**src/bodq_pkg.sv**
```systemverilog
// ----------------------------------------------------------------------------
// bodq_pkg - shared types and constants for the ordered dither quantiser
// Beat payloads, the job handed from front to back, config register codes,
// the 8x8 Bayer matrix and per-depth reciprocals for the normalised output.
// ----------------------------------------------------------------------------
`default_nettype none

package bodq_pkg;

  localparam int SAMPLE_W = 18;
  localparam int LEVEL_W  = 8;
  localparam int NORM_W   = 16;
  localparam int CFG_W    = 16;

  typedef logic [1:0] cfg_idx_t;
  localparam cfg_idx_t CFG_DEPTH    = 2'd0;
  localparam cfg_idx_t CFG_ROW      = 2'd1;
  localparam cfg_idx_t CFG_CHANNELS = 2'd2;

  localparam logic [4:0] DEPTH_DEFAULT = 5'd6;
  localparam logic [4:0] DEPTH_MAX     = 5'd8;

  typedef struct packed {
    logic signed [SAMPLE_W-1:0] sample;
    logic                       frame_start;
  } in_beat_t;

  typedef struct packed {
    logic [LEVEL_W-1:0] level;
    logic [NORM_W-1:0]  normalized;
  } out_beat_t;

  typedef struct packed {
    logic [4:0]  depth_request;
    logic [15:0] row_width;
    logic [3:0]  channel_count;
  } cfg_t;

  // one classified sample waiting for the back end
  typedef struct packed {
    logic signed [SAMPLE_W-1:0] sample;
    logic [5:0]                 bayer;
    logic [3:0]                 bits;
  } job_t;

  localparam logic [5:0] BAYER [64] = '{
    6'd0,  6'd48, 6'd12, 6'd60, 6'd3,  6'd51, 6'd15, 6'd63,
    6'd32, 6'd16, 6'd44, 6'd28, 6'd35, 6'd19, 6'd47, 6'd31,
    6'd8,  6'd56, 6'd4,  6'd52, 6'd11, 6'd59, 6'd7,  6'd55,
    6'd40, 6'd24, 6'd36, 6'd20, 6'd43, 6'd27, 6'd39, 6'd23,
    6'd2,  6'd50, 6'd14, 6'd62, 6'd1,  6'd49, 6'd13, 6'd61,
    6'd34, 6'd18, 6'd46, 6'd30, 6'd33, 6'd17, 6'd45, 6'd29,
    6'd10, 6'd58, 6'd6,  6'd54, 6'd9,  6'd57, 6'd5,  6'd53,
    6'd42, 6'd26, 6'd38, 6'd22, 6'd41, 6'd25, 6'd37, 6'd21
  };

  // ceil(65535 * 2^16 / (2^b - 1)); level * recip >> 16 gives the exact floor
  localparam logic [63:0] NORM_NUM = 64'd4294901760;
  localparam logic [31:0] RECIP_1 = 32'(NORM_NUM);
  localparam logic [31:0] RECIP_2 = 32'((NORM_NUM + 64'd2)   / 64'd3);
  localparam logic [31:0] RECIP_3 = 32'((NORM_NUM + 64'd6)   / 64'd7);
  localparam logic [31:0] RECIP_4 = 32'((NORM_NUM + 64'd14)  / 64'd15);
  localparam logic [31:0] RECIP_5 = 32'((NORM_NUM + 64'd30)  / 64'd31);
  localparam logic [31:0] RECIP_6 = 32'((NORM_NUM + 64'd62)  / 64'd63);
  localparam logic [31:0] RECIP_7 = 32'((NORM_NUM + 64'd126) / 64'd127);
  localparam logic [31:0] RECIP_8 = 32'((NORM_NUM + 64'd254) / 64'd255);

  function automatic logic [5:0] bayer_at(input logic [2:0] row, input logic [2:0] col);
    return BAYER[{row, col}];
  endfunction

  function automatic logic [31:0] norm_recip(input logic [3:0] bits);
    logic [31:0] r;
    unique case (bits)
      4'd1:    r = RECIP_1;
      4'd2:    r = RECIP_2;
      4'd3:    r = RECIP_3;
      4'd4:    r = RECIP_4;
      4'd5:    r = RECIP_5;
      4'd6:    r = RECIP_6;
      4'd7:    r = RECIP_7;
      default: r = RECIP_8;
    endcase
    return r;
  endfunction

endpackage

`default_nettype wire

```
**src/bodq_stream_if.sv**
```systemverilog
// ----------------------------------------------------------------------------
// bodq_stream_if - valid/ready stream channel
// Carries one payload beat per handshake; source drives valid and data.
// ----------------------------------------------------------------------------
`default_nettype none

interface bodq_stream_if #(
  parameter type payload_t = logic
) ();
  logic     valid;
  logic     ready;
  payload_t data;

  modport source (output valid, output data, input ready);
  modport sink   (input valid, input data, output ready);
endinterface

`default_nettype wire

```
**src/bodq_front.sv**
```systemverilog
// ----------------------------------------------------------------------------
// bodq_front - position tracking and classification
// Accepts sample beats, tracks channel/column/row phase and emits a job with
// the Bayer entry and effective bit depth for each sample.
// ----------------------------------------------------------------------------
`default_nettype none

module bodq_front #(
  parameter int MAX_WIDTH    = 65535,
  parameter int MAX_CHANNELS = 8
) (
  input  logic                                   clk,
  input  logic                                   rst_n,
  input  bodq_pkg::cfg_t                         cfg,
  input  logic                                   in_valid,
  output logic                                   in_ready,
  input  logic signed [bodq_pkg::SAMPLE_W-1:0]   in_sample,
  input  logic                                   in_frame_start,
  input  logic                                   q_full,
  output logic                                   q_push,
  output bodq_pkg::job_t                         q_job
);
  import bodq_pkg::*;

  localparam int EFF_W  = (MAX_WIDTH > 65535) ? 65535 : MAX_WIDTH;
  localparam int EFF_CH = (MAX_CHANNELS > 15) ? 15 : MAX_CHANNELS;
  localparam int COL_W  = $clog2(EFF_W + 1);
  localparam int CH_W   = $clog2(EFF_CH + 1);
  localparam logic [15:0] W_CAP  = 16'(EFF_W);
  localparam logic [3:0]  CH_CAP = 4'(EFF_CH);

  logic [COL_W-1:0] col_r, col_nxt, pos_col, col_inc;
  logic [CH_W-1:0]  ch_r, ch_nxt, pos_ch, ch_inc;
  logic [2:0]       row_r, row_nxt, pos_row;
  logic [15:0]      w_lim;
  logic [3:0]       ch_lim;
  logic [3:0]       bits;

  assign in_ready = !q_full;
  assign q_push   = in_valid && in_ready;

  // frame start puts this very sample at the origin
  assign pos_col = in_frame_start ? '0 : col_r;
  assign pos_ch  = in_frame_start ? '0 : ch_r;
  assign pos_row = in_frame_start ? '0 : row_r;
  assign col_inc = pos_col + 1'b1;
  assign ch_inc  = pos_ch + 1'b1;

  always_comb begin
    w_lim = (cfg.row_width == '0) ? 16'd1 : cfg.row_width;
    if (w_lim > W_CAP) begin
      w_lim = W_CAP;
    end
    ch_lim = (cfg.channel_count == '0) ? 4'd1 : cfg.channel_count;
    if (ch_lim > CH_CAP) begin
      ch_lim = CH_CAP;
    end
  end

  always_comb begin
    col_nxt = pos_col;
    row_nxt = pos_row;
    ch_nxt  = ch_inc;
    if (4'(ch_inc) >= ch_lim) begin
      ch_nxt  = '0;
      col_nxt = col_inc;
      if (16'(col_inc) >= w_lim) begin
        col_nxt = '0;
        row_nxt = pos_row + 3'd1;
      end
    end
  end

  always_comb begin
    priority if (cfg.depth_request == '0) begin
      bits = 4'(DEPTH_DEFAULT);
    end else if (cfg.depth_request > DEPTH_MAX) begin
      bits = 4'(DEPTH_MAX);
    end else begin
      bits = 4'(cfg.depth_request);
    end
  end

  always_comb begin
    q_job.sample = in_sample;
    q_job.bayer  = bayer_at(pos_row, 3'(pos_col));
    q_job.bits   = bits;
  end

  always_ff @(posedge clk) begin
    if (!rst_n) begin
      col_r <= '0;
      ch_r  <= '0;
      row_r <= '0;
    end else if (q_push) begin
      col_r <= col_nxt;
      ch_r  <= ch_nxt;
      row_r <= row_nxt;
    end
  end

endmodule

`default_nettype wire

```
**src/bodq_queue.sv**
```systemverilog
// ----------------------------------------------------------------------------
// bodq_queue - two-entry job queue
// Decouples the front end from the back end so each side stalls on its own.
// ----------------------------------------------------------------------------
`default_nettype none

module bodq_queue (
  input  logic           clk,
  input  logic           rst_n,
  input  logic           push,
  input  bodq_pkg::job_t push_job,
  output logic           full,
  input  logic           pop,
  output logic           avail,
  output bodq_pkg::job_t head_job
);
  import bodq_pkg::*;

  job_t       store_r [2];
  logic       wr_ptr_r, rd_ptr_r;
  logic [1:0] count_r;

  assign full     = (count_r == 2'd2);
  assign avail    = (count_r != 2'd0);
  assign head_job = store_r[rd_ptr_r];

  always_ff @(posedge clk) begin
    if (push) begin
      store_r[wr_ptr_r] <= push_job;
    end
  end

  always_ff @(posedge clk) begin
    if (!rst_n) begin
      wr_ptr_r <= 1'b0;
      rd_ptr_r <= 1'b0;
      count_r  <= 2'd0;
    end else begin
      if (push) begin
        wr_ptr_r <= !wr_ptr_r;
      end
      if (pop) begin
        rd_ptr_r <= !rd_ptr_r;
      end
      count_r <= count_r + 2'(push) - 2'(pop);
    end
  end

endmodule

`default_nettype wire

```
**src/bodq_back.sv**
```systemverilog
// ----------------------------------------------------------------------------
// bodq_back - quantiser datapath
// Stage 1: clamp, scale, add dither bias, floor and clamp to the level range.
// Stage 2: normalise the level to Q0.16 and hold it in the output register.
// ----------------------------------------------------------------------------
`default_nettype none

module bodq_back #(
  parameter int SAMPLE_FRAC_BITS = 16
) (
  input  logic                              clk,
  input  logic                              rst_n,
  input  logic                              job_avail,
  input  bodq_pkg::job_t                    job,
  output logic                              job_pop,
  output logic                              out_valid,
  input  logic                              out_ready,
  output logic [bodq_pkg::LEVEL_W-1:0]      out_level,
  output logic [bodq_pkg::NORM_W-1:0]       out_normalized
);
  import bodq_pkg::*;

  localparam int F    = SAMPLE_FRAC_BITS;
  localparam int SXW  = (F + 2 > SAMPLE_W) ? F + 2 : SAMPLE_W;
  localparam int CLW  = F + 1;
  localparam int SUMW = F + 10;
  localparam int QW   = SUMW - F;
  localparam logic signed [SXW-1:0] ONE_X = SXW'(64'd1 << F);

  logic signed [SXW-1:0]  s_ext;
  logic [CLW-1:0]         s_cl;
  logic [SUMW-1:0]        scaled;
  logic signed [7:0]      bias8;
  logic signed [SUMW-1:0] bias_x, sum;
  logic [QW-1:0]          q;
  logic [LEVEL_W-1:0]     maxlev, lev;
  logic                   adv, s1_load;
  logic [39:0]            prod;

  logic                   s1_v_r;
  logic [LEVEL_W-1:0]     s1_level_r;
  logic [3:0]             s1_bits_r;
  logic                   out_v_r;
  logic [LEVEL_W-1:0]     out_level_r;
  logic [NORM_W-1:0]      out_norm_r;

  assign adv     = !out_v_r || out_ready;
  assign s1_load = !s1_v_r || adv;
  assign job_pop = job_avail && s1_load;

  always_comb begin
    s_ext = SXW'(job.sample);
    priority if (s_ext < 0) begin
      s_cl = '0;
    end else if (s_ext > ONE_X) begin
      s_cl = CLW'(ONE_X);
    end else begin
      s_cl = CLW'(s_ext);
    end
    scaled = SUMW'(s_cl) << job.bits;
    // bias (2B - 63) / 128 of one output level, in Q.F units
    bias8  = $signed({1'b0, job.bayer, 1'b0}) - 8'sd63;
    bias_x = SUMW'(bias8) <<< (F - 7);
    sum    = $signed(scaled) + bias_x;
    q      = sum[SUMW-1:F];
    maxlev = 8'((9'd1 << job.bits) - 9'd1);
    priority if (sum[SUMW-1]) begin
      lev = '0;
    end else if (q > QW'(maxlev)) begin
      lev = maxlev;
    end else begin
      lev = q[LEVEL_W-1:0];
    end
  end

  assign prod = 40'(s1_level_r) * 40'(norm_recip(s1_bits_r));

  always_ff @(posedge clk) begin
    if (s1_load) begin
      s1_level_r <= lev;
      s1_bits_r  <= job.bits;
    end
    if (adv) begin
      out_level_r <= s1_level_r;
      out_norm_r  <= prod[31:16];
    end
  end

  always_ff @(posedge clk) begin
    if (!rst_n) begin
      s1_v_r  <= 1'b0;
      out_v_r <= 1'b0;
    end else begin
      if (s1_load) begin
        s1_v_r <= job_avail;
      end
      if (adv) begin
        out_v_r <= s1_v_r;
      end
    end
  end

  assign out_valid      = out_v_r;
  assign out_level      = out_level_r;
  assign out_normalized = out_norm_r;

endmodule

`default_nettype wire

```
**src/bayer_ordered_dither_quantizer.sv**
```systemverilog
// ----------------------------------------------------------------------------
// bayer_ordered_dither_quantizer - 8x8 Bayer ordered dither quantiser
//
// in_ch carries interleaved Q2.16 samples in raster order with a frame_start
// flag; out_ch returns, per sample, the quantised level and that level as
// unsigned Q0.16. The cfg port writes depth request (index 0), row width (1)
// and channel count (2); write only while no beat is in flight.
// One sample is taken per clock while the queue is not full. On the way
// to out_ch the front end classifies each beat into a two-entry queue,
// back stage 1 forms the level, back stage 2 the normalised value in the
// output register.
// When out_ch stalls, the back pipeline holds and fills its bubbles; in_ch
// keeps accepting until the queue is full, so up to four beats are buffered.
// Reset (synchronous, active low) empties the pipeline, zeroes the position
// counters and loads depth 6, row width 1 and one channel.
// ----------------------------------------------------------------------------
`default_nettype none

module bayer_ordered_dither_quantizer #(
  parameter int SAMPLE_FRAC_BITS = 16,
  parameter int MAX_WIDTH        = 65535,
  parameter int MAX_CHANNELS     = 8
) (
  input  logic                        clk,
  input  logic                        rst_n,
  bodq_stream_if.sink                 in_ch,
  bodq_stream_if.source               out_ch,
  input  logic                        cfg_we,
  input  bodq_pkg::cfg_idx_t          cfg_index,
  input  logic [bodq_pkg::CFG_W-1:0]  cfg_data
);
  import bodq_pkg::*;

  cfg_t cfg_r;
  job_t push_job, head_job;
  logic q_push, q_full, q_avail, q_pop;

  always_ff @(posedge clk) begin
    if (!rst_n) begin
      cfg_r.depth_request <= DEPTH_DEFAULT;
      cfg_r.row_width     <= 16'd1;
      cfg_r.channel_count <= 4'd1;
    end else if (cfg_we) begin
      unique case (cfg_index)
        CFG_DEPTH:    cfg_r.depth_request <= cfg_data[4:0];
        CFG_ROW:      cfg_r.row_width     <= cfg_data[15:0];
        CFG_CHANNELS: cfg_r.channel_count <= cfg_data[3:0];
        default: ;
      endcase
    end
  end

  bodq_front #(
    .MAX_WIDTH    (MAX_WIDTH),
    .MAX_CHANNELS (MAX_CHANNELS)
  ) u_front (
    .clk            (clk),
    .rst_n          (rst_n),
    .cfg            (cfg_r),
    .in_valid       (in_ch.valid),
    .in_ready       (in_ch.ready),
    .in_sample      (in_ch.data.sample),
    .in_frame_start (in_ch.data.frame_start),
    .q_full         (q_full),
    .q_push         (q_push),
    .q_job          (push_job)
  );

  bodq_queue u_queue (
    .clk      (clk),
    .rst_n    (rst_n),
    .push     (q_push),
    .push_job (push_job),
    .full     (q_full),
    .pop      (q_pop),
    .avail    (q_avail),
    .head_job (head_job)
  );

  bodq_back #(
    .SAMPLE_FRAC_BITS (SAMPLE_FRAC_BITS)
  ) u_back (
    .clk            (clk),
    .rst_n          (rst_n),
    .job_avail      (q_avail),
    .job            (head_job),
    .job_pop        (q_pop),
    .out_valid      (out_ch.valid),
    .out_ready      (out_ch.ready),
    .out_level      (out_ch.data.level),
    .out_normalized (out_ch.data.normalized)
  );

endmodule

`default_nettype wire

```
**src/flat_wrapper.sv**
```systemverilog
// flat-port wrapper written by rule: the top's interface ports become plain ports
module bayer_ordered_dither_quantizer_flat import bodq_pkg::*;
#(
  parameter int SAMPLE_FRAC_BITS = 16,
  parameter int MAX_WIDTH        = 65535,
  parameter int MAX_CHANNELS     = 8
)
  (clk, rst_n, cfg_we, cfg_index, cfg_data, in_ch_valid, in_ch_data, in_ch_ready, out_ch_valid, out_ch_data, out_ch_ready);
  bodq_stream_if #(.payload_t(in_beat_t)) in_ch_i ();
  bodq_stream_if #(.payload_t(out_beat_t)) out_ch_i ();
  input  logic clk;
  input  logic rst_n;
  input  logic cfg_we;
  input  bodq_pkg::cfg_idx_t cfg_index;
  input  logic [bodq_pkg::CFG_W-1:0] cfg_data;
  input wire logic [$bits(in_ch_i.valid)-1:0] in_ch_valid;
  input wire logic [$bits(in_ch_i.data)-1:0] in_ch_data;
  output wire logic [$bits(in_ch_i.ready)-1:0] in_ch_ready;
  output wire logic [$bits(out_ch_i.valid)-1:0] out_ch_valid;
  output wire logic [$bits(out_ch_i.data)-1:0] out_ch_data;
  input wire logic [$bits(out_ch_i.ready)-1:0] out_ch_ready;
  assign in_ch_i.valid = in_ch_valid;
  assign in_ch_i.data = in_ch_data;
  assign in_ch_ready = in_ch_i.ready;
  assign out_ch_valid = out_ch_i.valid;
  assign out_ch_data = out_ch_i.data;
  assign out_ch_i.ready = out_ch_ready;
  bayer_ordered_dither_quantizer #(.SAMPLE_FRAC_BITS(SAMPLE_FRAC_BITS), .MAX_WIDTH(MAX_WIDTH), .MAX_CHANNELS(MAX_CHANNELS)) u_core (.clk(clk), .rst_n(rst_n), .in_ch(in_ch_i), .out_ch(out_ch_i), .cfg_we(cfg_we), .cfg_index(cfg_index), .cfg_data(cfg_data));
endmodule
```
**config.mk**
```make
export PLATFORM = sky130hd
export DESIGN_NAME = bayer_ordered_dither_quantizer_flat
export DESIGN_NICKNAME = d
export VERILOG_FILES = /design/src/bodq_pkg.sv /design/src/bodq_stream_if.sv /design/src/bodq_front.sv /design/src/bodq_queue.sv /design/src/bodq_back.sv /design/src/bayer_ordered_dither_quantizer.sv /design/src/flat_wrapper.sv
export SDC_FILE = /design/constraint.sdc
export NUM_CORES = 1
export LEC_CHECK = 0
export ABC_AREA = 1
export BUFFER_PORTS_ARGS = -buffer_cell sky130_fd_sc_hd__buf_4
export CAP_MARGIN = 20
export CORE_MARGIN = 4
export CORE_UTILIZATION = 40
export DETAILED_ROUTE_END_ITERATION = 10
export GPL_TIMING_DRIVEN = 0
export PLACE_DENSITY = 0.58
export SLEW_MARGIN = 0
export SYNTH_ARGS = -nofsm -noshare
export SYNTH_HDL_FRONTEND = slang
export SYNTH_SLANG_ARGS = --single-unit
```
**constraint.sdc**
```tcl
create_clock -name clk -period 8.55 [get_ports clk]
set_input_delay 0.4275 -clock clk [delete_from_list [all_inputs] [get_ports clk]]
set_output_delay 0.4275 -clock clk [all_outputs]
set_load 0.01 [all_outputs]
```
# Yosys cells after proc, flatten, opt, wreduce, memory -nomap -nowiden
# Memory sizes are Yosys's and may differ from the RTL's. A register that Yosys moved wholly into a read port is not among the register bits.
# Index checks and enable logic that the tools add are counted.
[totals]
ff_bits = 90
mem_bits_rw = 56
rom_bits = 384
output_inout_bits = 26
elab_cells = 89
mem_count = 2
[classes]
add_sub_neg = 8
mul = 1
order_cmp = 9
n_eq_ne = 10
shift = 2
muxes = 24
n_bitwise = 1
reduce_logical = 17
[mem_list]
columns = ["name", "depth", "word_bits", "rd", "rd_ports_with_merged_regs", "wr", "line_no", "source"]
rows = [
  ["(no name shown)", 64, 6, 1, 0, 0, "bodq_pkg.sv:69", "return BAYER[{row, col}];"],
  ["u_core.u_queue.store_r", 2, 28, 1, 1, 1, "bodq_queue.sv:19", "job_t store_r [2];"],
]
[op_table]
columns = ["cell", "n"]
rows = [
  ["one-hot mux 32 bit (7 select lines)", 1],
  ["two-way mux 16 bit", 5],
  ["two-way mux 17 bit", 2],
  ["multiplier 8 x 32 -> 32 bit", 1],
  ["adder 26 x 17 -> 26 bit", 1],
  ["<< shifter 17 x 4 -> 26 bit", 1],
  ["two-way mux 4 bit", 6],
  ["> comparator 18 bit (second input constant)", 1],
  ["< comparator 18 x 1 -> 1 bit (second input constant)", 1],
  ["adder 16 x 1 -> 16 bit (second input constant)", 1],
  ["== test 4 x 3 -> 1 bit (second input constant)", 4],
  [">= comparator 16 bit", 1],
  ["> comparator 16 bit (second input constant)", 1],
  ["zero test 16 bit", 1],
  ["two-way mux 6 bit", 2],
  ["> comparator 10 x 8 -> 1 bit", 1],
  ["two-way mux 3 bit", 3],
  ["== test 4 x 2 -> 1 bit (second input constant)", 2],
  ["two-way mux 8 bit", 1],
  ["<< shifter 1 x 4 -> 8 bit (first input constant)", 1],
  ["subtractor 7 x 6 -> 8 bit (second input constant)", 1],
  ["subtractor 8 x 1 -> 8 bit (second input constant)", 1],
  [">= comparator 7 bit (second input constant)", 1],
  ["inverter 6 -> 7 bit", 1],
  ["19 further kinds", 31],
]

# Longest topological paths before layout
# Gate-level depths: netlist of the first run.
[logic_depth]
word_depth = 7
depth_mapped = 38

# Cells and area by module
# Synthesis of the first run repeated with hierarchy kept, for this count alone.
[unflattened]
hier_cells = 1865
area_unflattened_um2 = 14901.8
[by_module_without_submodules]
columns = ["module", "instances", "cells_each", "area_each_um2", "seq_area_each_um2"]
rows = [
  ["bodq_back", 1, 1214, 9090.0, 1121.1],
  ["bodq_front", 1, 376, 2373.5, 460.4],
  ["bodq_queue", 1, 120, 2348.5, 1781.7],
  ["bayer_ordered_dither_quantizer", 1, 155, 1089.8, 500.5],
]

# Worst setup path after synthesis of the first run
# OpenSTA, ideal clock, no wires.
[synth_timing]
kind = "register to register"
start = "register u_core.u_back.s1_bits_r[2]"
end = "register u_core.u_back.out_norm_r[13], in the netlist u_core.u_back.out_normalized[13], data pin"
setup_ns = 0.265
t_arrival_ns = 5.370
setup_slack_ns = 2.915
path_stages_with_launch = 29
n_path_buf = 0
cell_sequence = "edfxtp_1 > inv_1 > nor2_1 > inv_1 > nor2_1 > inv_1 > nor2_1 > clkinv_1 > nand2_1 > inv_1 > nor2_1 > inv_1 > fa_1 > inv_1 > fa_1 > inv_1 > fa_1 > fa_1 > inv_1 > ha_1 > nand2_1 > o21ai_0 > a21oi_1 > nand2_1 > a21boi_0 > o21ai_1 > a21oi_1 > o211ai_1 > xor2_1"
[synth_between]
elab_chain_cells = 3
word_cells_on_any_way = 9
[synth_rtl]
columns = ["item", "line_no", "source"]
rows = [
  ["start, declared", "bodq_back.sv:42", "logic [3:0] s1_bits_r;"],
  ["start signal, assigned", "bodq_back.sv:81", "s1_bits_r <= job.bits;"],
  ["== test 4 x 3 -> 1 bit, or another cell as far along", "bodq_pkg.sv:74", "unique case (bits)"],
  ["one-hot mux 32 bit (7 select lines) *", "bodq_pkg.sv:74", ""],
  ["multiplier 8 x 32 -> 32 bit *", "bodq_back.sv:76", "assign prod = 40'(s1_level_r) * 40'(norm_recip(s1_bits_r));"],
  ["net u_core.u_back.prod[29]", "bodq_back.sv:38", "logic [39:0] prod;"],
  ["end signal, assigned", "bodq_back.sv:85", "out_norm_r <= prod[31:16];"],
  ["end, declared", "bodq_back.sv:45", "logic [NORM_W-1:0] out_norm_r;"],
]
# Mark *: on every way through the listed nets, which the timed path passes. The rest lies on a longest branch.
# A chain may end at the register's enable or synchronous reset.

# Final worst setup path of the first run
# Ends and elaborated chain as after synthesis.

==> results.rst, run 1 <==
.. list-table::
   :header-rows: 1

   * - Metric
     - Value
   * - Run status
     - finished clean
   * - Areal power density over the cells
     - 415 nW/µm²
   * - Async S/R FF share, synth
     - 0%
   * - Final Critical Period
     - 6.87 ns
   * - Total count of max-transition violations in the final report
     - 0
   * - Post-CTS setup buffers
     - 0
   * - Cell count after synthesis
     - 1723
   * - Final HPWL DP
     - 28.0 mm
   * - Setup-failing EPs final
     - 0
   * - Yosys cell types
     - 56
   * - Setup repair after global routing missed its margin
     - no
   * - Clock tree from TritonCTS
     - yes
   * - Setup slack of the critical path after layout
     - 1.68 ns
   * - Post-route DRC violation count
     - 0
   * - Total of warnings raised by yosys
     - 0
   * - Crit path DAT
     - 7.06 ns
   * - DR WL/cell
     - 15.1 µm
   * - Count of flip-flops with a built-in enable after synthesis
     - 92
   * - Worst min-delay path category
     - input port to flop
   * - Register share of total power
     - 17.4%
   * - All-layer global routing usage
     - 18.6%
   * - Portion of total power attributed to the clock network
     - 12.0%
   * - Total number of vias
     - 11380
   * - Mapped Nets
     - 2001
   * - Number of antenna violations at the first check in global routing
     - 0
   * - Count of state elements after synthesis
     - 147
   * - Sequential share of the synthesized area
     - 27.7%
   * - First-pass GRT wire length
     - 57.6 mm
   * - Synthesized cell area
     - 13900 µm²
   * - I/O Buffers
     - 65
   * - Post_cts resized
     - 0
   * - Vias/cell
     - 5.00
   * - Effective utilization at floorplan
     - 40.5%
   * - Maximum number of pins on one net before global-route repair
     - 30
   * - Clock Pin Slew Worst Setup and Hold Paths
     - 0.07 ns
   * - Vertical die dimension
     - 195 µm
   * - Rel. slew slack
     - 41.9%
   * - Drt total wl
     - 34.4 mm
   * - Antenna Cells
     - 0
   * - Switching power total
     - 3.42 mW
   * - Worst stage delay on the critical path
     - 0.56 ns
   * - Critical path's top delay family
     - adder cells
   * - Switching part of the total
     - 52.6%
   * - Number of global-route vias before repair
     - 11364
   * - TritonRoute pass-1 iters
     - 5
   * - Site row count
     - 68
   * - Most used cell along the critical path
     - inv_1
   * - Total number of nets in the final design
     - 2087
   * - Count of antenna-violating nets left after detailed routing
     - 0
   * - DP Worst Slack
     - 1.71 ns
   * - Synthesis-to-layout area growth
     - 12.3%
   * - Final-layout setup total negative slack
     - 0 ns
   * - Mean Syn Cell Area
     - 8.09 µm²
   * - Critical setup path kind
     - flop to flop
   * - Hold_buf cts
     - 0
   * - Predominant post-synthesis flop cell
     - edfxtp_1
   * - Core area
     - 34500 µm²
   * - Final Hold Viols
     - 0
   * - MaxCap Viol Count
     - 0
   * - P_int
     - 3.08 mW
   * - Insertion delay to the later sink of the worst-skew pair
     - 0.45 ns
   * - Leakage
     - 7.27 nW
   * - Clock sink count
     - 147
   * - Die Footprint
     - 37900 µm²
   * - Inserted Clock Buffers
     - 17
   * - Slowest-stage cell, CP
     - fa_1
   * - Required time reported for the critical path endpoint
     - 8.74 ns
   * - Final setup skew
     - 0.0118 ns
   * - Clock root cell
     - clkbuf_16
   * - Total buffers and inverters traversed by the critical path
     - 9
   * - Largest driver fanout on the critical path
     - 10
   * - Kind of launch point of the worst setup path
     - flop
   * - 1st-iter DRT viols
     - 545
   * - Worst-Margin Slew
     - 0.850 ns
   * - Final worst path period share
     - 80.4%
   * - Die Wd
     - 195 µm
   * - CP Capture Type
     - flop
   * - Number of buffers on the longest clock path
     - 2
   * - Max IR drop VDD
     - 189 µV
   * - Achievable clock frequency
     - 0.145 GHz
   * - Top Ports
     - 68
   * - Grt total ovfl
     - 0
   * - Layout cell share with drive strength beyond 1
     - 8.07%
   * - Combinational cell fraction of total power
     - 70.7%
   * - Deepest level of the CTS H-tree
     - 4
   * - Last weighted congestion value of the routability-driven placer
     - 0.967
metal layers:
metal	routed length, µm	vias up	part of all wire [%]	GRT usage [%]
met5	0	-	0	0
met4	626	0	1.8	5.70
met3	1400	44	4.1	2.36
met2	16800	274	49	31.7
met1	15600	5351	45	24.7
li1	-	5711	-	-
sequential cells by signal (all words and copies together) (netlist names), named ones only:
| register | count |
|---|---|
| u_core.cfg_r | 25 |
| u_core.u_back.out_level | 8 |
| u_core.u_back.out_normalized | 16 |
| u_core.u_back.out_valid | 1 |
| u_core.u_back.s1_bits_r | 4 |
| u_core.u_back.s1_level_r | 8 |
| u_core.u_back.s1_v_r | 1 |
| u_core.u_front.ch_r | 4 |
| u_core.u_front.col_r | 16 |
| u_core.u_front.row_r | 3 |
| u_core.u_queue.count_r | 2 |
| u_core.u_queue.rd_ptr_r | 1 |
| u_core.u_queue.store_r | 56 |
| u_core.u_queue.wr_ptr_r | 1 |
metrics by stage:
| stage | total power [mW] | utilization [%] | cells | cell area (µm²) | hold slack (ns) |
|---|---|---|---|---|---|
| floorplan | 4.56 | - | 1723 | 13900 | 0.421 |
| global placement | 5.69 | 43.5 | 2243 | 15000 | 0.433 |
| detailed placement | 5.73 | 43.7 | 2244 | 15000 | 0.428 |
| CTS | 6.56 | 45.4 | 2276 | 15700 | 0.138 |
| global route | 7.29 | 45.5 | 2277 | 15700 | 0.149 |
| finish | 6.50 | 45.5 | 2277 | 15700 | 0.157 |
synthesized netlist by cell type, drive strengths merged (4+ instances only):
cell      n  area share (%)
o21a      5            0.27
nand4     8            0.36
clkbuf   27            0.73
a31oi    22            0.99
xnor2    16             1.0
edfxtp   92              20
nor2    205             5.6
fa      131              19
o21ai   112             4.2
nand3    67             2.6
nor4      7            0.36
buf      14            0.74
nor3     19            0.72
inv     302             8.1
nand2   339             9.5
dfxtp    55             7.9
or2       6            0.27
o21bai    4            0.22
ha      105             9.4
a21o      5            0.27
a21oi   109             3.9
a22oi     4            0.22
clkinv    7            0.19
xor2     40             2.5
layout make-up:
cell class | instances | area, µm²
Timing Repair Buffer | 67 | 523
Clock buffer | 17 | 425
Sequential cell | 147 | 3860
Inverter | 309 | 1160
Buffer | 41 | 204
Fill cell | 3435 | 18800
Multi-Input combinational cell | 1226 | 8730
Clock inverter | 15 | 184
Tap cell | 455 | 569
cells in the final DEF (no fill, tap or decap), types with 3 or more instances in the layout:
cell type | synthesis | layout
nand2_1 | 323 | 323
inv_1 | 298 | 298
nor2_1 | 201 | 199
fa_1 | 131 | 131
a21oi_1 | 109 | 109
ha_1 | 105 | 105
o21ai_0 | 102 | 102
edfxtp_1 | 92 | 92
buf_4 | 1 | 67
nand3_1 | 63 | 63
dfxtp_1 | 55 | 55
xor2_1 | 40 | 40
clkbuf_1 | 27 | 27
a31oi_1 | 22 | 22
nor3_1 | 18 | 18
clkbuf_16 | 0 | 17
xnor2_1 | 16 | 16
nand2_2 | 14 | 14
nand4_1 | 8 | 8
o21ai_1 | 7 | 7
clkinv_1 | 7 | 7
nor4_1 | 6 | 6
clkinv_8 | 0 | 6
a21o_1 | 5 | 5
o21a_1 | 5 | 5
inv_2 | 4 | 4
buf_6 | 4 | 4
buf_2 | 4 | 4
o21bai_1 | 4 | 4
buf_1 | 4 | 4
a22oi_1 | 4 | 4
inv_8 | 0 | 4
nor2_2 | 3 | 3
or2_1 | 3 | 3
nand3_2 | 3 | 3
or2_2 | 3 | 3
nor2_4 | 1 | 3
o211ai_1 | 3 | 3
cell families (layout without fill, tap and decap cells):
logic type | Yosys count | count (layout) | share of synthesized area [%]
adder cells (fa/ha/maj) | 236 | 236 | 28.2
AND/OR/NAND/NOR | 654 | 654 | 19.6
XOR/XNOR | 56 | 56 | 3.52
flip-flops | 147 | 147 | 27.7
AO/OA/AOI/OAI | 279 | 279 | 11.1
multiplexers | 1 | 1 | 0.0718
buffers and inverters | 350 | 449 | 9.78
power groups by stage:
| stage | sequential, mW | clock, mW | combinational, mW |
|---|---|---|---|
| floorplan | 1.14 | 0 | 3.42 |
| global placement | 1.14 | 0 | 4.55 |
| detailed placement | 1.14 | 0 | 4.58 |
| CTS | 1.13 | 0.798 | 4.63 |
| global route | 1.15 | 0.829 | 5.31 |
| finish | 1.13 | 0.778 | 4.59 |
path summary, 6_finish.rpt:
| check | from | end | slack (ns) | cells past startpoint |
|---|---|---|---|---|
| setup reg to reg | u_core.u_back.s1_bits_r[2] | u_core.u_back.out_normalized[13] | 1.68 | 28 |
| hold reg to reg | u_core.u_back.s1_level_r[7] | u_core.u_back.out_level[7] | 0.45 | 0 |
| setup / recovery | u_core.u_back.s1_bits_r[2] | u_core.u_back.out_normalized[13] | 1.68 | 28 |
| hold / removal | in_ch_data[4] | u_core.u_queue.store_r[0][13] | 0.16 | 1 |
No activity file was read; power rests on OpenSTA's default activity.
==> run 2: changes to the inputs <==
==> constraint.sdc (replaced) <==
create_clock -name clk -period 6.5 [get_ports clk]
set_input_delay 0.325 -clock clk [delete_from_list [all_inputs] [get_ports clk]]
set_output_delay 0.325 -clock clk [all_outputs]
set_load 0.01 [all_outputs]
==> results.rst, run 2 (synthesized netlist as in run 1, its figures left out) <==
.. list-table::
   :header-rows: 1

   * - Metric
     - Value
   * - Biggest registers after layout
     - u_core.u_queue.store_r x56, u_core.cfg_r x25
   * - Kind of launch point of the worst setup path
     - flop
   * - Top Layer Used
     - met4
   * - Total count of max-transition violations in the final report
     - 0
   * - Post-route core utilization
     - 45.6%
   * - Detailed-route wire length on metal 1
     - 15.8 mm
   * - I/O Buffers
     - 65
   * - Total number of nets in the final design
     - 2089
   * - 1st-iter DRT viols
     - 546
   * - Number of global-route vias before repair
     - 11375
   * - Areal power density over the cells
     - 546 nW/µm²
   * - Most frequent cells in the layout
     - 322 x nand2_1, 298 x inv_1, 198 x nor2_1
   * - Total Power
     - 8.58 mW
   * - Placed Cells incl. Taps
     - 2244
   * - Post-place instance area
     - 15000 µm²
   * - Final setup skew
     - 0.0112 ns
   * - Worst-Margin Slew
     - 0.847 ns
   * - Core area
     - 34500 µm²
   * - Number of antenna violations at the first check in global routing
     - 0
   * - Drt total wl
     - 34.6 mm
   * - Top Ports
     - 68
   * - Largest driver fanout on the critical path
     - 10
   * - Multi-input combinational cell area
     - 8770 µm²
   * - Deepest level of the CTS H-tree
     - 4
   * - Layout cell share with drive strength beyond 1
     - 8.66%
   * - Achievable clock frequency
     - 0.165 GHz
   * - Crit path DAT
     - 6.24 ns
   * - Grt total ovfl
     - 0
   * - Final Critical Period
     - 6.05 ns
   * - Inserted Clock Buffers
     - 17
   * - First-pass GRT wire length
     - 57.7 mm
   * - Setup-failing EPs final
     - 0
   * - Final Hold Viols
     - 0
   * - Effective utilization at floorplan
     - 40.5%
   * - Total length of routed met3 wires
     - 1.29 mm
   * - Antenna Cells
     - 0
   * - Post-layout instance area
     - 15700 µm²
   * - Die Wd
     - 195 µm
   * - Number of buffers on the longest clock path
     - 2
   * - Critical setup path kind
     - flop to flop
   * - Fillers
     - 3431
   * - Total number of vias
     - 11391
   * - Run status
     - finished clean
   * - Vias/cell
     - 5.00
   * - TritonRoute pass-1 iters
     - 5
   * - Flip-flop count of the largest register after layout
     - 56
   * - Final HPWL DP
     - 28.0 mm
   * - Post-route DRC violation count
     - 0
   * - Insertion delay to the later sink of the worst-skew pair
     - 0.45 ns
   * - Synthesis-to-layout area growth
     - 12.7%
   * - Most frequent standard cell in the layout excluding fill and tap cells
     - nand2_1
   * - Hold_buf cts
     - 0
   * - Site row count
     - 68
   * - Storage element area
     - 3860 µm²
   * - Last weighted congestion value of the routability-driven placer
     - 0.967
   * - Clock tree from TritonCTS
     - yes
   * - Clock sink count
     - 147
   * - CP Capture Type
     - flop
   * - Worst min-delay path category
     - input port to flop
   * - Clock root cell
     - clkbuf_16
   * - Setup repair after global routing missed its margin
     - no
   * - Maximum number of pins on one net before global-route repair
     - 30
   * - Die Footprint
     - 37900 µm²
   * - Required time reported for the critical path endpoint
     - 6.69 ns
   * - Max IR drop VDD
     - 249 µV
   * - All-layer global routing usage
     - 18.6%
   * - Smallest hold slack
     - 0.0532 ns
   * - Reg with most FFs
     - u_core.u_queue.store_r
   * - Count of antenna-violating nets left after detailed routing
     - 0
   * - Vertical die dimension
     - 195 µm
   * - Non-filler cells in the finished layout
     - 2279
   * - Leakage
     - 7.30 nW
   * - MaxCap Viol Count
     - 0
   * - Rel. slew slack
     - 42.1%
   * - DR WL/cell
     - 15.2 µm
   * - Setup slack of the most critical reg-to-reg path
     - 0.45 ns
   * - Final worst path period share
     - 93.1%
   * - Amount of wire on met2 after detailed routing
     - 16.9 mm
   * - Clock Pin Slew Worst Setup and Hold Paths
     - 0.07 ns
-- run 2: report_power, final --
part           internal [mW]  switching, mW  leakage (nW)  total [mW]
clock                  0.521          0.502         0.297        1.02
combinational           2.18           3.89          5.62        6.07
sequential              1.36          0.124          1.38        1.48
total                   4.06           4.52          7.30        8.58
-- run 2: stage by stage --
step | setup slack (ns) | setup TNS [ns]
6_report | 0.451 | 0
5_1_grt | 0.00147 | 0
4_1_cts | 0.0444 | 0
2_1_floorplan | 0.865 | 0
3_3_place_gp | -0.294 | -1.04
3_5_place_dp | -0.343 | -1.46
-- run 2: critical path, stage by stage, from the launching register on --
cell and delay, ns:
edfxtp_1 0.42, nor2_1 0.15, inv_1 0.12, nor2_4 0.17
inv_1 0.13, nor2_1 0.14, bufinv_8 0.22, nand2_1 0.06
inv_1 0.13, nor2_1 0.20, inv_1 0.08, fa_1 0.47
inv_1 0.05, fa_1 0.47, inv_1 0.06, fa_1 0.52
fa_1 0.56, inv_1 0.05, ha_1 0.31, nand2_1 0.11
nor4_1 0.27, nand2_1 0.10, nand2_2 0.15, a21boi_2 0.10
o21ai_2 0.23, a21oi_2 0.14, o31ai_1 0.26, xor2_1 0.12
-- run 2: layer usage --
layer / global-route usage [%] / up-vias
met5: 0 / -
met4: 5.65 / 0
met3: 2.29 / 43
met2: 31.8 / 245
met1: 24.8 / 5392
li1: - / 5711
-- run 2: worst paths after layout --
path | startpoint | to | cells past startpoint
worst max-delay path | u_core.u_back.s1_bits_r[3] | u_core.u_back.out_normalized[9] | 27
worst min-delay path | in_ch_data[4] | u_core.u_queue.store_r[0][13] | 1
worst max register to register | u_core.u_back.s1_bits_r[3] | u_core.u_back.out_normalized[9] | 27
worst min register to register | u_core.u_back.s1_level_r[7] | u_core.u_back.out_level[7] | 0
-- run 2: final cells by class --
cell class              instances  area share (%)
clock buffers                  17            2.71
clock inverters                15            1.17
plain buffers                  41            1.30
multi-input cells            1226            55.7
well taps                     455            3.62
flip-flops and latches        147            24.6
inverters                     309            7.46
repair buffers                 69            3.42
-- run 2: timing repair --
action / 4_1_cts / 5_1_grt
pin swaps: 0 / 0
resized for setup: 5 / 8
cloned: 0 / 0
setup endpoints to repair: 10 / 12
buffers inserted: 0 / 2
==> run 3: changes to the inputs <==
--- a/config.mk
+++ b/config.mk
@@ -8,11 +8,12 @@
 export ABC_AREA = 1
 export BUFFER_PORTS_ARGS = -buffer_cell sky130_fd_sc_hd__buf_4
 export CAP_MARGIN = 20
+export CORE_ASPECT_RATIO = 0.9
 export CORE_MARGIN = 4
-export CORE_UTILIZATION = 40
+export CORE_UTILIZATION = 25
 export DETAILED_ROUTE_END_ITERATION = 10
 export GPL_TIMING_DRIVEN = 0
-export PLACE_DENSITY = 0.58
+export PLACE_DENSITY = 0.41
 export SLEW_MARGIN = 0
 export SYNTH_ARGS = -nofsm -noshare
 export SYNTH_HDL_FRONTEND = slang
==> results.rst, run 3 (synthesized netlist as in run 1, its figures left out) <==
.. list-table::
   :header-rows: 1

   * - Metric
     - Value
   * - DR WL/cell
     - 15.3 µm
   * - Site row count
     - 81
   * - Fillers
     - 5959
   * - First-pass GRT wire length
     - 63.3 mm
   * - Top Ports
     - 68
   * - Final worst path period share
     - 95.0%
   * - Total number of nets in the final design
     - 2089
   * - Drt total wl
     - 38.6 mm
   * - Vias/cell
     - 4.44
   * - Hold_buf cts
     - 0
   * - Post-place instance area
     - 15400 µm²
   * - Effective utilization at floorplan
     - 25.5%
   * - Clock Pin Slew Worst Setup and Hold Paths
     - 0.07 ns
   * - Biggest registers after layout
     - u_core.u_queue.store_r x56, u_core.cfg_r x25
   * - Maximum number of pins on one net before global-route repair
     - 30
   * - Deepest level of the CTS H-tree
     - 4
   * - Flip-flop count of the largest register after layout
     - 56
   * - Non-filler cells in the finished layout
     - 2529
   * - Setup repair after global routing missed its margin
     - no
   * - Inserted Clock Buffers
     - 17
   * - Leakage
     - 7.30 nW
   * - Post-route core utilization
     - 29.3%
   * - Final setup skew
     - 0.0101 ns
   * - Slowest-stage cell, CP
     - fa_1
   * - Final Critical Period
     - 6.17 ns
   * - Number of antenna violations at the first check in global routing
     - 0
   * - Core area
     - 54700 µm²
   * - MaxCap Viol Count
     - 0
   * - Die Wd
     - 257 µm
   * - Final HPWL DP
     - 31.4 mm
   * - Storage element area
     - 3860 µm²
   * - Die Footprint
     - 59600 µm²
   * - Grt total ovfl
     - 0
   * - Final-layout setup total negative slack
     - 0 ns
   * - Count of antenna-violating nets left after detailed routing
     - 0
   * - Total Power
     - 8.67 mW
   * - Areal power density over the cells
     - 541 nW/µm²
   * - Global routing usage on met1
     - 18.3%
   * - Largest driver fanout on the critical path
     - 8
   * - Last weighted congestion value of the routability-driven placer
     - 0.839
   * - Met2 routing resource usage after global routing
     - 22.2%
   * - I/O Buffers
     - 65
   * - Insertion delay to the later sink of the worst-skew pair
     - 0.46 ns
   * - Most frequent cells in the layout
     - 322 x nand2_1, 298 x inv_1, 196 x nor2_1
   * - Clock root cell
     - clkbuf_16
   * - Worst-Margin Slew
     - 0.905 ns
   * - Total number of vias
     - 11241
   * - Total count of max-transition violations in the final report
     - 0
   * - Kind of launch point of the worst setup path
     - flop
   * - Number of buffers on the longest clock path
     - 2
   * - TritonRoute pass-1 iters
     - 5
   * - Most frequent standard cell in the layout excluding fill and tap cells
     - nand2_1
   * - Worst min-delay path category
     - input port to flop
   * - Crit path DAT
     - 6.38 ns
   * - Layout cell share with drive strength beyond 1
     - 8.88%
   * - Post-layout instance area
     - 16000 µm²
   * - Smallest hold slack
     - 0.0499 ns
   * - Rel. slew slack
     - 38.1%
   * - Clock tree from TritonCTS
     - yes
   * - Run status
     - finished clean
   * - Met3 Resource Use GR
     - 2.08%
   * - Number of global-route vias before repair
     - 11708
   * - Gr busiest metal
     - met2
   * - Antenna Cells
     - 0
   * - Clock sink count
     - 147
   * - Max IR drop VDD
     - 203 µV
   * - Critical setup path kind
     - flop to flop
   * - Vertical die dimension
     - 232 µm
   * - Reg with most FFs
     - u_core.u_queue.store_r
   * - Achievable clock frequency
     - 0.162 GHz
   * - All-layer global routing usage
     - 13.3%
   * - Post-route DRC violation count
     - 0
   * - Multi-input combinational cell area
     - 8780 µm²
   * - Synthesis-to-layout area growth
     - 15.0%
   * - Final Hold Viols
     - 0
   * - Setup-failing EPs final
     - 0
   * - 1st-iter DRT viols
     - 461
   * - DP Worst Slack
     - -0.520 ns
   * - Most used cell along the critical path
     - inv_1
   * - CP Capture Type
     - flop
   * - Setup slack of the critical path after layout
     - 0.328 ns
   * - Required time reported for the critical path endpoint
     - 6.71 ns
   * - Placed Cells incl. Taps
     - 2495
   * - Worst stage delay on the critical path
     - 0.58 ns
==> run 3: worst paths after layout <==
path              cells past startpoint                                to  slack [ns]                        start
setup / recovery                     27  u_core.u_back.out_normalized[11]        0.33   u_core.u_back.s1_bits_r[2]
hold / removal                        1     u_core.u_queue.store_r[1][21]        0.05               in_ch_data[12]
setup reg to reg                     27  u_core.u_back.out_normalized[11]        0.33   u_core.u_back.s1_bits_r[2]
hold reg to reg                       0        u_core.u_back.out_level[5]        0.46  u_core.u_back.s1_level_r[5]
==> run 3: cell type report <==
class / instances / area share [%]
Inverter: 309 / 7.32
Sequential cell: 147 / 24.1
Timing Repair Buffer: 69 / 3.36
Clock buffer: 18 / 2.74
Multi-Input combinational cell: 1226 / 54.8
Clock inverter: 14 / 0.913
Tap cell: 705 / 5.50
Buffer: 41 / 1.28
==> run 3: what timing repair did <==
action                                  CTS  global route
pin swaps                                 0             1
buffers inserted                          0             2
endpoints found under the setup margin   13            22
gates resized for setup                   9            10
==> run 3: layer usage <==
layer	vias to the layer above	part of all wire (%)
met1	5366	50
met3	27	2.6
met2	149	46
li1	5699	-
met4	0	1.1
met5	-	0
==> run 3: critical path, delay by kind of cell (launching register included) <==
kind / cells / cell delay (ns)
AO/OA/AOI/OAI: 6 / 0.96
buffers and inverters: 7 / 0.65
adder cells (fa/ha/maj): 5 / 2.51
AND/OR/NAND/NOR: 8 / 1.30
flip-flops: 1 / 0.42
XOR/XNOR: 1 / 0.08
==> run 3: power by group <==
part           switching [mW]  internal [mW]
logic                    3.98           2.20
registers               0.124           1.36
clock network           0.464          0.550
